--- config.mk ---
export PLATFORM = sky130hd
export DESIGN_NAME = endpoint_restore_sequencer_flat
export DESIGN_NICKNAME = d
export VERILOG_FILES = /design/src/hw/rtl/ers_pkg.sv /design/src/hw/rtl/ers_stream_if.sv /design/src/hw/rtl/endpoint_restore_sequencer.sv /design/src/flat_wrapper.sv
export SDC_FILE = /design/constraint.sdc
export NUM_CORES = 1
export LEC_CHECK = 0
export BUFFER_PORTS_ARGS = -buffer_cell sky130_fd_sc_hd__buf_2
export CAP_MARGIN = 0
export CORE_AREA = 2 2 39 41
export CTS_BUF_LIST = sky130_fd_sc_hd__clkbuf_8
export DETAILED_ROUTE_END_ITERATION = 16
export DIE_AREA = 0 0 41 43
export GPL_ROUTABILITY_DRIVEN = 1
export SKIP_CTS_REPAIR_TIMING = 1
export SYNTH_ARGS = -nofsm -noshare
export SYNTH_HDL_FRONTEND = slang
export SYNTH_SLANG_ARGS = --single-unit
--- constraint.sdc ---
create_clock -name clk_i -period 1.1 [get_ports clk_i]
set_clock_uncertainty 0.05 [all_clocks]
set_input_delay 0.055 -clock clk_i [delete_from_list [all_inputs] [get_ports clk_i]]
set_output_delay 0.055 -clock clk_i [all_outputs]
set_load 0.1 [all_outputs]
--- src/hw/rtl/ers_pkg.sv ---
// shared constants and types for the endpoint restore sequencer
// no dependencies
package ers_pkg;

  localparam int unsigned NumParamsDef  = 256;
  localparam int unsigned NumVoicesDef  = 8;
  localparam int unsigned SlotsDef      = 32;
  localparam int unsigned QueueDepthDef = 4;
  localparam logic [15:0] TimeoutRst    = 16'd30000;
  localparam logic [7:0]  FullMask      = 8'hff;

  localparam logic [2:0] FUNC_ENQ   = 3'd0;
  localparam logic [2:0] FUNC_TICK  = 3'd1;
  localparam logic [2:0] FUNC_READY = 3'd2;
  localparam logic [2:0] FUNC_ACK   = 3'd3;
  localparam logic [2:0] FUNC_MAP   = 3'd4;

  localparam logic [2:0] MSG_NONE   = 3'd0;
  localparam logic [2:0] MSG_BEGIN  = 3'd1;
  localparam logic [2:0] MSG_FRONT  = 3'd2;
  localparam logic [2:0] MSG_MORPH  = 3'd3;
  localparam logic [2:0] MSG_REPORT = 3'd4;
  localparam logic [2:0] MSG_DONE   = 3'd5;

  typedef struct packed {
    logic [2:0] func;
    logic       kit_id;
    logic [7:0] voice_mask;
    logic       report_morph;
    logic [2:0] map_voice;
    logic [4:0] map_slot;
    logic [8:0] map_param;
  } req_word_t;

  typedef struct packed {
    logic [2:0] message;
    logic       out_kit;
    logic [8:0] param_index;
    logic       busy_res;
    logic [2:0] queued;
    logic       last;
  } res_word_t;

  typedef struct packed {
    logic       report;
    logic [7:0] mask;
    logic       masked;
    logic       kit;
  } rq_t;

endpackage

--- src/hw/rtl/ers_stream_if.sv ---
// valid/ready channel carrying one word of type word_t
// no dependencies; the word type is given by the word_t parameter
interface ers_stream_if #(parameter type word_t = logic) ();
  logic  valid;
  logic  ready;
  word_t data;
  modport source (output valid, output data, input ready);
  modport sink (input valid, input data, output ready);
endinterface

--- src/hw/rtl/endpoint_restore_sequencer.sv ---
// endpoint restore sequencer: request queue, restore phase machine, slot map memory
// depends on ers_pkg and ers_stream_if
//
// usage: words arrive on in_if (enqueue, service tick, ready, ack, map load).
// each word yields one or two result words on out_if; the last one has last set.
// the slot map is a 256 entry synchronous memory, the queue a small memory.
// a word is taken in, then processed; a masked service tick scans one map
// slot per cycle while it walks the voices in its mask.
// one word is worked on at a time; in_if.ready is low until all its results
// have been taken from the output register.
// while out_if.ready is low the result holds and no further progress is made.
// reset clears the phase, queue pointers, cursors and flags and sets the
// wait timeout to 30000; map and queue contents are undefined until written.
// cfg_we_i writes wait_timeout from cfg_wdata_i.
module endpoint_restore_sequencer
  import ers_pkg::*;
#(
  parameter int unsigned NUM_PARAMS      = NumParamsDef,
  parameter int unsigned NUM_VOICES      = NumVoicesDef,
  parameter int unsigned SLOTS_PER_VOICE = SlotsDef,
  parameter int unsigned QUEUE_DEPTH     = QueueDepthDef
) (
  input  logic        clk_i,
  input  logic        rst_ni,
  input  logic        cfg_we_i,
  input  logic [15:0] cfg_wdata_i,
  ers_stream_if.sink   in_if,
  ers_stream_if.source out_if
);

  localparam logic [2:0] ST_IDLE  = 3'd0;
  localparam logic [2:0] ST_QRD   = 3'd1;
  localparam logic [2:0] ST_EXEC  = 3'd2;
  localparam logic [2:0] ST_SCAN  = 3'd3;
  localparam logic [2:0] ST_OUT1  = 3'd4;
  localparam logic [2:0] ST_OUT2  = 3'd5;

  localparam logic [2:0] PH_IDLE  = 3'd0;
  localparam logic [2:0] PH_WRDY  = 3'd1;
  localparam logic [2:0] PH_FRONT = 3'd2;
  localparam logic [2:0] PH_MORPH = 3'd3;
  localparam logic [2:0] PH_WACK  = 3'd4;

  localparam logic [8:0] NP = 9'(NUM_PARAMS);
  localparam logic [3:0] NV = 4'(NUM_VOICES);
  localparam logic [5:0] NS = 6'(SLOTS_PER_VOICE);
  localparam logic [2:0] QD = 3'(QUEUE_DEPTH);

  logic [2:0]  st_q, st_d;
  logic [15:0] tmo_q;
  req_word_t   req_q;
  rq_t         rq_mem [4];
  rq_t         rq_rd_q;
  logic [1:0]  head_q, head_d;
  logic [2:0]  cnt_q, cnt_d;
  rq_t         cur_q, cur_d;
  logic [2:0]  ph_q, ph_d;
  logic [8:0]  pcur_q, pcur_d;
  logic [3:0]  vcur_q, vcur_d;
  logic [5:0]  scur_q, scur_d;
  logic [15:0] wcnt_q, wcnt_d;
  logic        rdy_q, rdy_d, ack_q, ack_d;
  logic [8:0]  map_mem [256];
  logic [8:0]  map_rd_q;
  logic        map_pend_q, map_pend_d;
  res_word_t   r1_q, r1_d, r2_q, r2_d;
  logic        two_q, two_d;
  logic        q_we;
  logic [1:0]  q_wa, q_ra;
  rq_t         q_wd;
  logic        m_re;
  logic [7:0]  m_ra;

  function automatic logic [1:0] qmod(input logic [3:0] x);
    logic [3:0] r;
    r = x;
    if (r >= 4'(QD)) r = r - 4'(QD);
    if (r >= 4'(QD)) r = r - 4'(QD);
    return r[1:0];
  endfunction

  function automatic res_word_t mk(input logic [2:0] m, input logic k, input logic [8:0] i);
    res_word_t r;
    r = '0;
    r.message = m;
    r.out_kit = (m == MSG_NONE) ? 1'b0 : k;
    r.param_index = (m == MSG_FRONT || m == MSG_MORPH) ? i : 9'd0;
    return r;
  endfunction

  assign in_if.ready = (st_q == ST_IDLE);
  assign out_if.valid = (st_q == ST_OUT1) || (st_q == ST_OUT2);
  assign out_if.data = (st_q == ST_OUT2) ? r2_q : r1_q;

  always_ff @(posedge clk_i) begin
    if (q_we) rq_mem[q_wa] <= q_wd;
    rq_rd_q <= rq_mem[q_ra];
    if (st_q == ST_EXEC && req_q.func == FUNC_MAP &&
        {1'b0, req_q.map_voice} < NV && {1'b0, req_q.map_slot} < NS)
      map_mem[{req_q.map_voice, req_q.map_slot}] <= req_q.map_param;
    if (m_re) map_rd_q <= map_mem[m_ra];
  end

  always_ff @(posedge clk_i) begin
    if (in_if.valid && in_if.ready) req_q <= in_if.data;
    r1_q <= r1_d;
    r2_q <= r2_d;
  end

  always_ff @(posedge clk_i or negedge rst_ni) begin
    if (!rst_ni) begin
      st_q <= ST_IDLE;
      tmo_q <= TimeoutRst;
      head_q <= '0;
      cnt_q <= '0;
      cur_q <= '0;
      ph_q <= PH_IDLE;
      pcur_q <= '0;
      vcur_q <= '0;
      scur_q <= '0;
      wcnt_q <= '0;
      rdy_q <= 1'b0;
      ack_q <= 1'b0;
      map_pend_q <= 1'b0;
      two_q <= 1'b0;
    end else begin
      st_q <= st_d;
      if (cfg_we_i) tmo_q <= cfg_wdata_i;
      head_q <= head_d;
      cnt_q <= cnt_d;
      cur_q <= cur_d;
      ph_q <= ph_d;
      pcur_q <= pcur_d;
      vcur_q <= vcur_d;
      scur_q <= scur_d;
      wcnt_q <= wcnt_d;
      rdy_q <= rdy_d;
      ack_q <= ack_d;
      map_pend_q <= map_pend_d;
      two_q <= two_d;
    end
  end

  always_comb begin
    logic [1:0] tail;
    logic       masked;
    rq_t        nr;
    logic       hit;
    logic [2:0] smsg;
    st_d = st_q;
    head_d = head_q; cnt_d = cnt_q; cur_d = cur_q; ph_d = ph_q;
    pcur_d = pcur_q; vcur_d = vcur_q; scur_d = scur_q; wcnt_d = wcnt_q;
    rdy_d = rdy_q; ack_d = ack_q; map_pend_d = 1'b0;
    r1_d = r1_q; r2_d = r2_q; two_d = two_q;
    q_we = 1'b0; q_wa = '0; q_wd = '0; m_re = 1'b0; m_ra = '0;
    tail = qmod(4'(head_q) + 4'(cnt_q) - 4'd1);
    q_ra = (req_q.func == FUNC_TICK) ? head_q : tail;
    masked = (req_q.voice_mask != FullMask);
    nr.kit = req_q.kit_id; nr.masked = masked;
    nr.mask = req_q.voice_mask; nr.report = req_q.report_morph;
    hit = 1'b0;
    smsg = (ph_q == PH_FRONT) ? MSG_FRONT : MSG_MORPH;
    case (st_q)
      ST_IDLE: begin
        if (in_if.valid) st_d = ST_QRD;
      end
      ST_QRD: st_d = ST_EXEC;
      ST_EXEC: begin
        r1_d = mk(MSG_NONE, 1'b0, '0);
        two_d = 1'b0;
        st_d = ST_OUT1;
        case (req_q.func)
          FUNC_ENQ: begin
            if (req_q.voice_mask != 8'd0) begin
              if (cnt_q != 3'd0 && rq_rd_q.kit == nr.kit && rq_rd_q.masked == masked) begin
                q_we = 1'b1; q_wa = tail; q_wd = rq_rd_q;
                if (masked) q_wd.mask = rq_rd_q.mask | nr.mask;
                if (nr.report) q_wd.report = 1'b1;
              end else if (cnt_q >= QD) begin
                q_we = 1'b1; q_wa = tail; q_wd = nr;
              end else begin
                q_we = 1'b1; q_wa = qmod(4'(head_q) + 4'(cnt_q)); q_wd = nr;
                cnt_d = cnt_q + 3'd1;
              end
            end
          end
          FUNC_READY: rdy_d = 1'b1;
          FUNC_ACK: ack_d = 1'b1;
          FUNC_TICK: begin
            case (ph_q)
              PH_IDLE: begin
                if (cnt_q != 3'd0) begin
                  cur_d = rq_rd_q;
                  head_d = qmod(4'(head_q) + 4'd1);
                  cnt_d = cnt_q - 3'd1;
                  pcur_d = '0; vcur_d = '0; scur_d = '0; wcnt_d = '0;
                  rdy_d = 1'b0; ack_d = 1'b0;
                  r1_d = mk(MSG_BEGIN, rq_rd_q.kit, '0);
                  ph_d = PH_WRDY;
                end
              end
              PH_WRDY: begin
                if (rdy_q) begin
                  pcur_d = '0; vcur_d = '0; scur_d = '0; wcnt_d = '0;
                  ph_d = PH_FRONT;
                end else if (wcnt_q < tmo_q) begin
                  wcnt_d = wcnt_q + 16'd1;
                end else begin
                  r1_d = mk(MSG_DONE, cur_q.kit, '0);
                  cur_d = '0; pcur_d = '0; vcur_d = '0; scur_d = '0; wcnt_d = '0;
                  ph_d = PH_IDLE;
                end
              end
              PH_FRONT, PH_MORPH: st_d = ST_SCAN;
              PH_WACK: begin
                if (ack_q || wcnt_q >= tmo_q) begin
                  cur_d = '0; pcur_d = '0; vcur_d = '0; scur_d = '0; wcnt_d = '0;
                  ph_d = PH_IDLE;
                end else begin
                  wcnt_d = wcnt_q + 16'd1;
                end
              end
              default: begin
                cur_d = '0; pcur_d = '0; vcur_d = '0; scur_d = '0; wcnt_d = '0;
                ph_d = PH_IDLE;
              end
            endcase
          end
          default: ;
        endcase
      end
      ST_SCAN: begin
        if (!cur_q.masked) begin
          if (pcur_q < NP) begin
            hit = 1'b1;
            r1_d = mk(smsg, cur_q.kit, pcur_q);
            pcur_d = pcur_q + 9'd1;
          end
        end else if (map_pend_q) begin
          if (map_rd_q < NP) begin
            hit = 1'b1;
            r1_d = mk(smsg, cur_q.kit, map_rd_q);
          end
        end
        if (hit) begin
          two_d = 1'b0;
          st_d = ST_OUT1;
        end else if (cur_q.masked && vcur_q < NV) begin
          if (!cur_q.mask[vcur_q[2:0]] || scur_q >= NS) begin
            vcur_d = vcur_q + 4'd1;
            scur_d = '0;
          end else begin
            m_re = 1'b1;
            m_ra = {vcur_q[2:0], scur_q[4:0]};
            scur_d = scur_q + 6'd1;
            map_pend_d = 1'b1;
          end
        end else if (!map_pend_q) begin
          pcur_d = '0; vcur_d = '0; scur_d = '0;
          if (ph_q == PH_FRONT) begin
            ph_d = PH_MORPH;
            r1_d = mk(MSG_NONE, 1'b0, '0);
            two_d = 1'b0;
          end else begin
            ack_d = 1'b0;
            wcnt_d = '0;
            ph_d = PH_WACK;
            if (cur_q.report) begin
              r1_d = mk(MSG_REPORT, cur_q.kit, '0);
              r2_d = mk(MSG_DONE, cur_q.kit, '0);
              two_d = 1'b1;
            end else begin
              r1_d = mk(MSG_DONE, cur_q.kit, '0);
              two_d = 1'b0;
            end
          end
          st_d = ST_OUT1;
        end
      end
      ST_OUT1: begin
        if (out_if.ready) st_d = two_q ? ST_OUT2 : ST_IDLE;
      end
      ST_OUT2: begin
        if (out_if.ready) st_d = ST_IDLE;
      end
      default: st_d = ST_IDLE;
    endcase
    if (st_q == ST_EXEC || st_q == ST_SCAN) begin
      r1_d.busy_res = (ph_d != PH_IDLE) || (cnt_d != 3'd0);
      r1_d.queued = cnt_d;
      r1_d.last = !two_d;
      r2_d.busy_res = r1_d.busy_res;
      r2_d.queued = cnt_d;
      r2_d.last = 1'b1;
    end
  end

endmodule
--- src/flat_wrapper.sv ---
// flat-port wrapper written by rule: the top's interface ports become plain ports
module endpoint_restore_sequencer_flat import ers_pkg::*;
#(
  parameter int unsigned NUM_PARAMS      = NumParamsDef,
  parameter int unsigned NUM_VOICES      = NumVoicesDef,
  parameter int unsigned SLOTS_PER_VOICE = SlotsDef,
  parameter int unsigned QUEUE_DEPTH     = QueueDepthDef
)
  (clk_i, rst_ni, cfg_we_i, cfg_wdata_i, in_if_valid, in_if_data, in_if_ready, out_if_valid, out_if_data, out_if_ready);
  ers_stream_if in_if_i ();
  ers_stream_if out_if_i ();
  input  logic clk_i;
  input  logic rst_ni;
  input  logic cfg_we_i;
  input  logic [15:0] cfg_wdata_i;
  input wire logic [$bits(in_if_i.valid)-1:0] in_if_valid;
  input wire logic [$bits(in_if_i.data)-1:0] in_if_data;
  output wire logic [$bits(in_if_i.ready)-1:0] in_if_ready;
  output wire logic [$bits(out_if_i.valid)-1:0] out_if_valid;
  output wire logic [$bits(out_if_i.data)-1:0] out_if_data;
  input wire logic [$bits(out_if_i.ready)-1:0] out_if_ready;
  assign in_if_i.valid = in_if_valid;
  assign in_if_i.data = in_if_data;
  assign in_if_ready = in_if_i.ready;
  assign out_if_valid = out_if_i.valid;
  assign out_if_data = out_if_i.data;
  assign out_if_i.ready = out_if_ready;
  endpoint_restore_sequencer #(.NUM_PARAMS(NUM_PARAMS), .NUM_VOICES(NUM_VOICES), .SLOTS_PER_VOICE(SLOTS_PER_VOICE), .QUEUE_DEPTH(QUEUE_DEPTH)) u_core (.clk_i(clk_i), .rst_ni(rst_ni), .cfg_we_i(cfg_we_i), .cfg_wdata_i(cfg_wdata_i), .in_if(in_if_i), .out_if(out_if_i));
endmodule
==> flow_metrics.tcl <==
set metrics [dict create \
    outcome "finished with violations" \
    violations "negative setup slack" \
    n_fill_cell 137 \
    cp_num_buf_inv 2 \
    grt_pass1_vias 189 \
    synth-warning-count 0 \
    fin_crit_ns 1.23 \
    timing.fmax_mhz 811 \
    cts_tree "yes" \
    routedWlPerCell_um 8.90 \
    synth_nets 42 \
    grt_setup_unrepaired "true" \
    h-tree-depth 1 \
    wirelength_um 463 \
    core-area_um2 1380 \
    crit_fanout 4 \
    clock_latency_ns 0.22 \
    vias_per_cell 3.85 \
    fin_ws_ns -0.133 \
    die_w_um 41 \
    portBuffers 6 \
    postSynthAreaPerCell_um2 11.4 \
    gp_congestion 0.709 \
    cts.reportedPaths.clkPinSlew_ns 0.03 \
    slew_violations 0 \
    grt_max_degree 8 \
    startpoint_type "flop" \
    cts.sinks 5 \
    ys_types 15 \
    clockRootBuffer "clkbuf_8" \
    hp-class "in2reg" \
    grt_pass1_wl_um 793 \
    die_area_um2 1760 \
    p_comb_share_pct 59.8 \
    syn_to_final_growth_pct 93.4 \
    seqCellArea_um2 133 \
    end_kind "output port" \
    total_leakage_power_nw 0.199 \
    ys_seq_area_share_pct 56.8 \
    slowest_stage "dfrtp_2" \
    cts_max_path_buffers 2 \
    multi_input_area_um2 115 \
    crit_arrival_ns 1.13 \
    grt_antenna_before_repair 0 \
    switching_power_mw 0.809 \
    fp-row-count 14 \
    track_usage_pct 7.19 \
    drive_gt1_share_pct 63.9 \
    synthesis.area_um2 229 \
    path_cells "inv_2 -> nor2_4 -> a21o_4 -> buf_12" \
    power.density_nw_per_um2 4000 \
    drtPass1Iterations 2 \
    drcViolationCount 0 \
    synth-seq-cells 5 \
    overflow 0 \
    cpPeakStageDelay_ns 0.42 \
    final_cell_mix "buf_4, clkbuf_8, buf_2, buf_12" \
    period_share_pct 112 \
    power_frac_clock_pct 18.5 \
    slew_headroom_pct 80.4 \
    power_frac_seq_pct 21.7 \
    whs_ns 0.0992 \
    power.total_mw 1.77 \
    vias 200 \
    tightest_slew_ns 0.295 \
    post-route-util_pct 32.0 \
    ios 25 \
    setup_violations 3 \
    syn_inst 20 \
    crit_type "reg2out" \
    internal_power_mw 0.964 \
    finalNetCount 59 \
    first_iter_violations 1 \
    p_sw_share_pct 45.6 \
    num_antenna_cells 0 \
    ant_nets 0 \
    worstPathRequired_ns 1.00 \
    critPathTopFamily "flip-flops" \
    irDropWorstVdd_mv 1.50 \
    die_h_um 43 \
    numCtsBuffers 3 \
    hold_viol 0 \
    initial_utilization_pct 16.5 \
    max_cap_violations 0 \
    layout_commonest_cell "buf_4" \
    pre_cts_slack_ns -0.000301 \
]
==> metrics by stage <==
stage,cell area [um^2],setup TNS (ns),std cells
4_1_cts,409,-0.515,48
3_5_place_dp,364,-0.000301,44
3_3_place_gp,364,0,44
2_1_floorplan,254,-0.909,20
6_report,443,-0.360,52
5_1_grt,443,-0.478,52
==> worst min-delay path, stage by stage <==
cell      delay, ns
buf_2          0.11
nand3_1        0.09
a221oi_2       0.06
==> registers in the layout, indices dropped and copies added, names as in the netlist <==
register,flops
u_core.r1_q,1
u_core.two_q,1
u_core.st_q,3
==> area by class of cell <==
class	instances	share of cell area, %
sequential	5	29.9
timing repair buffer	12	27.7
multi-input combinational	13	26.0
clock buffer	3	9.32
tap	16	4.52
inverter	2	1.69
clock inverter	1	0.847
==> Yosys cell counts <==
cell type	n	share of area (%)
nor2_1	1	1.6
a221oi_2	1	6.6
a21oi_1	1	2.2
a21o_1	2	6.6
nor3_1	1	2.2
o21ai_0	1	2.2
nor2_2	1	2.7
edfxtp_1	1	13
nor2b_2	1	3.8
and2b_2	1	3.8
nor3b_1	1	3.3
inv_1	2	3.3
nand2b_1	1	2.7
dfrtp_1	4	44
nand3_1	1	2.2
==> power groups by stage <==
stage                     Clock [mW]  Sequential, mW  Combinational (mW)
after global routing           0.350           0.395                1.11
after detailed placement           0           0.393               0.996
final                          0.328           0.384                1.06
after CTS                      0.341           0.390               0.999
after global placement             0           0.388               0.995
after floorplan                    0           0.375               0.654
==> per-layer routing <==
layer / global-route usage, % / wire [um]
met1: 8.91 / 214
met2: 8.13 / 214
met3: 3.14 / 34
met4: 8.00 / 0
met5: 0 / 0
==> kinds of logic after synthesis <==
family                 after synthesis  synth area share, %
buffers and inverters                2                 3.28
AO/OA/AOI/OAI                        5                 17.5
AND/OR/NAND/NOR                      8                 22.4
flip-flops                           5                 56.8
==> final timing paths <==
check | startpoint | end | slack (ns) | cells after the start
setup / recovery | u_core.st_q[2]$_DFFE_PN0P_ | out_if_data | -0.13 | 4
hold / removal | out_if_ready | u_core.st_q[0]$_DFFE_PN0P_ | 0.1 | 3
setup reg to reg | u_core.st_q[2]$_DFFE_PN0P_ | u_core.r1_q[0]$_SDFFCE_PN0P_ | 0.04 | 2
hold reg to reg | u_core.two_q$_DFF_PN0_ | u_core.two_q$_DFF_PN0_ | 0.47 | 2
max in group asynchronous | rst_ni | u_core.st_q[2]$_DFFE_PN0P_ | 0.76 | 2
min in group asynchronous | rst_ni | u_core.st_q[1]$_DFFE_PN0P_ | 0.11 | 2
Power figures use the tool's default switching activity.
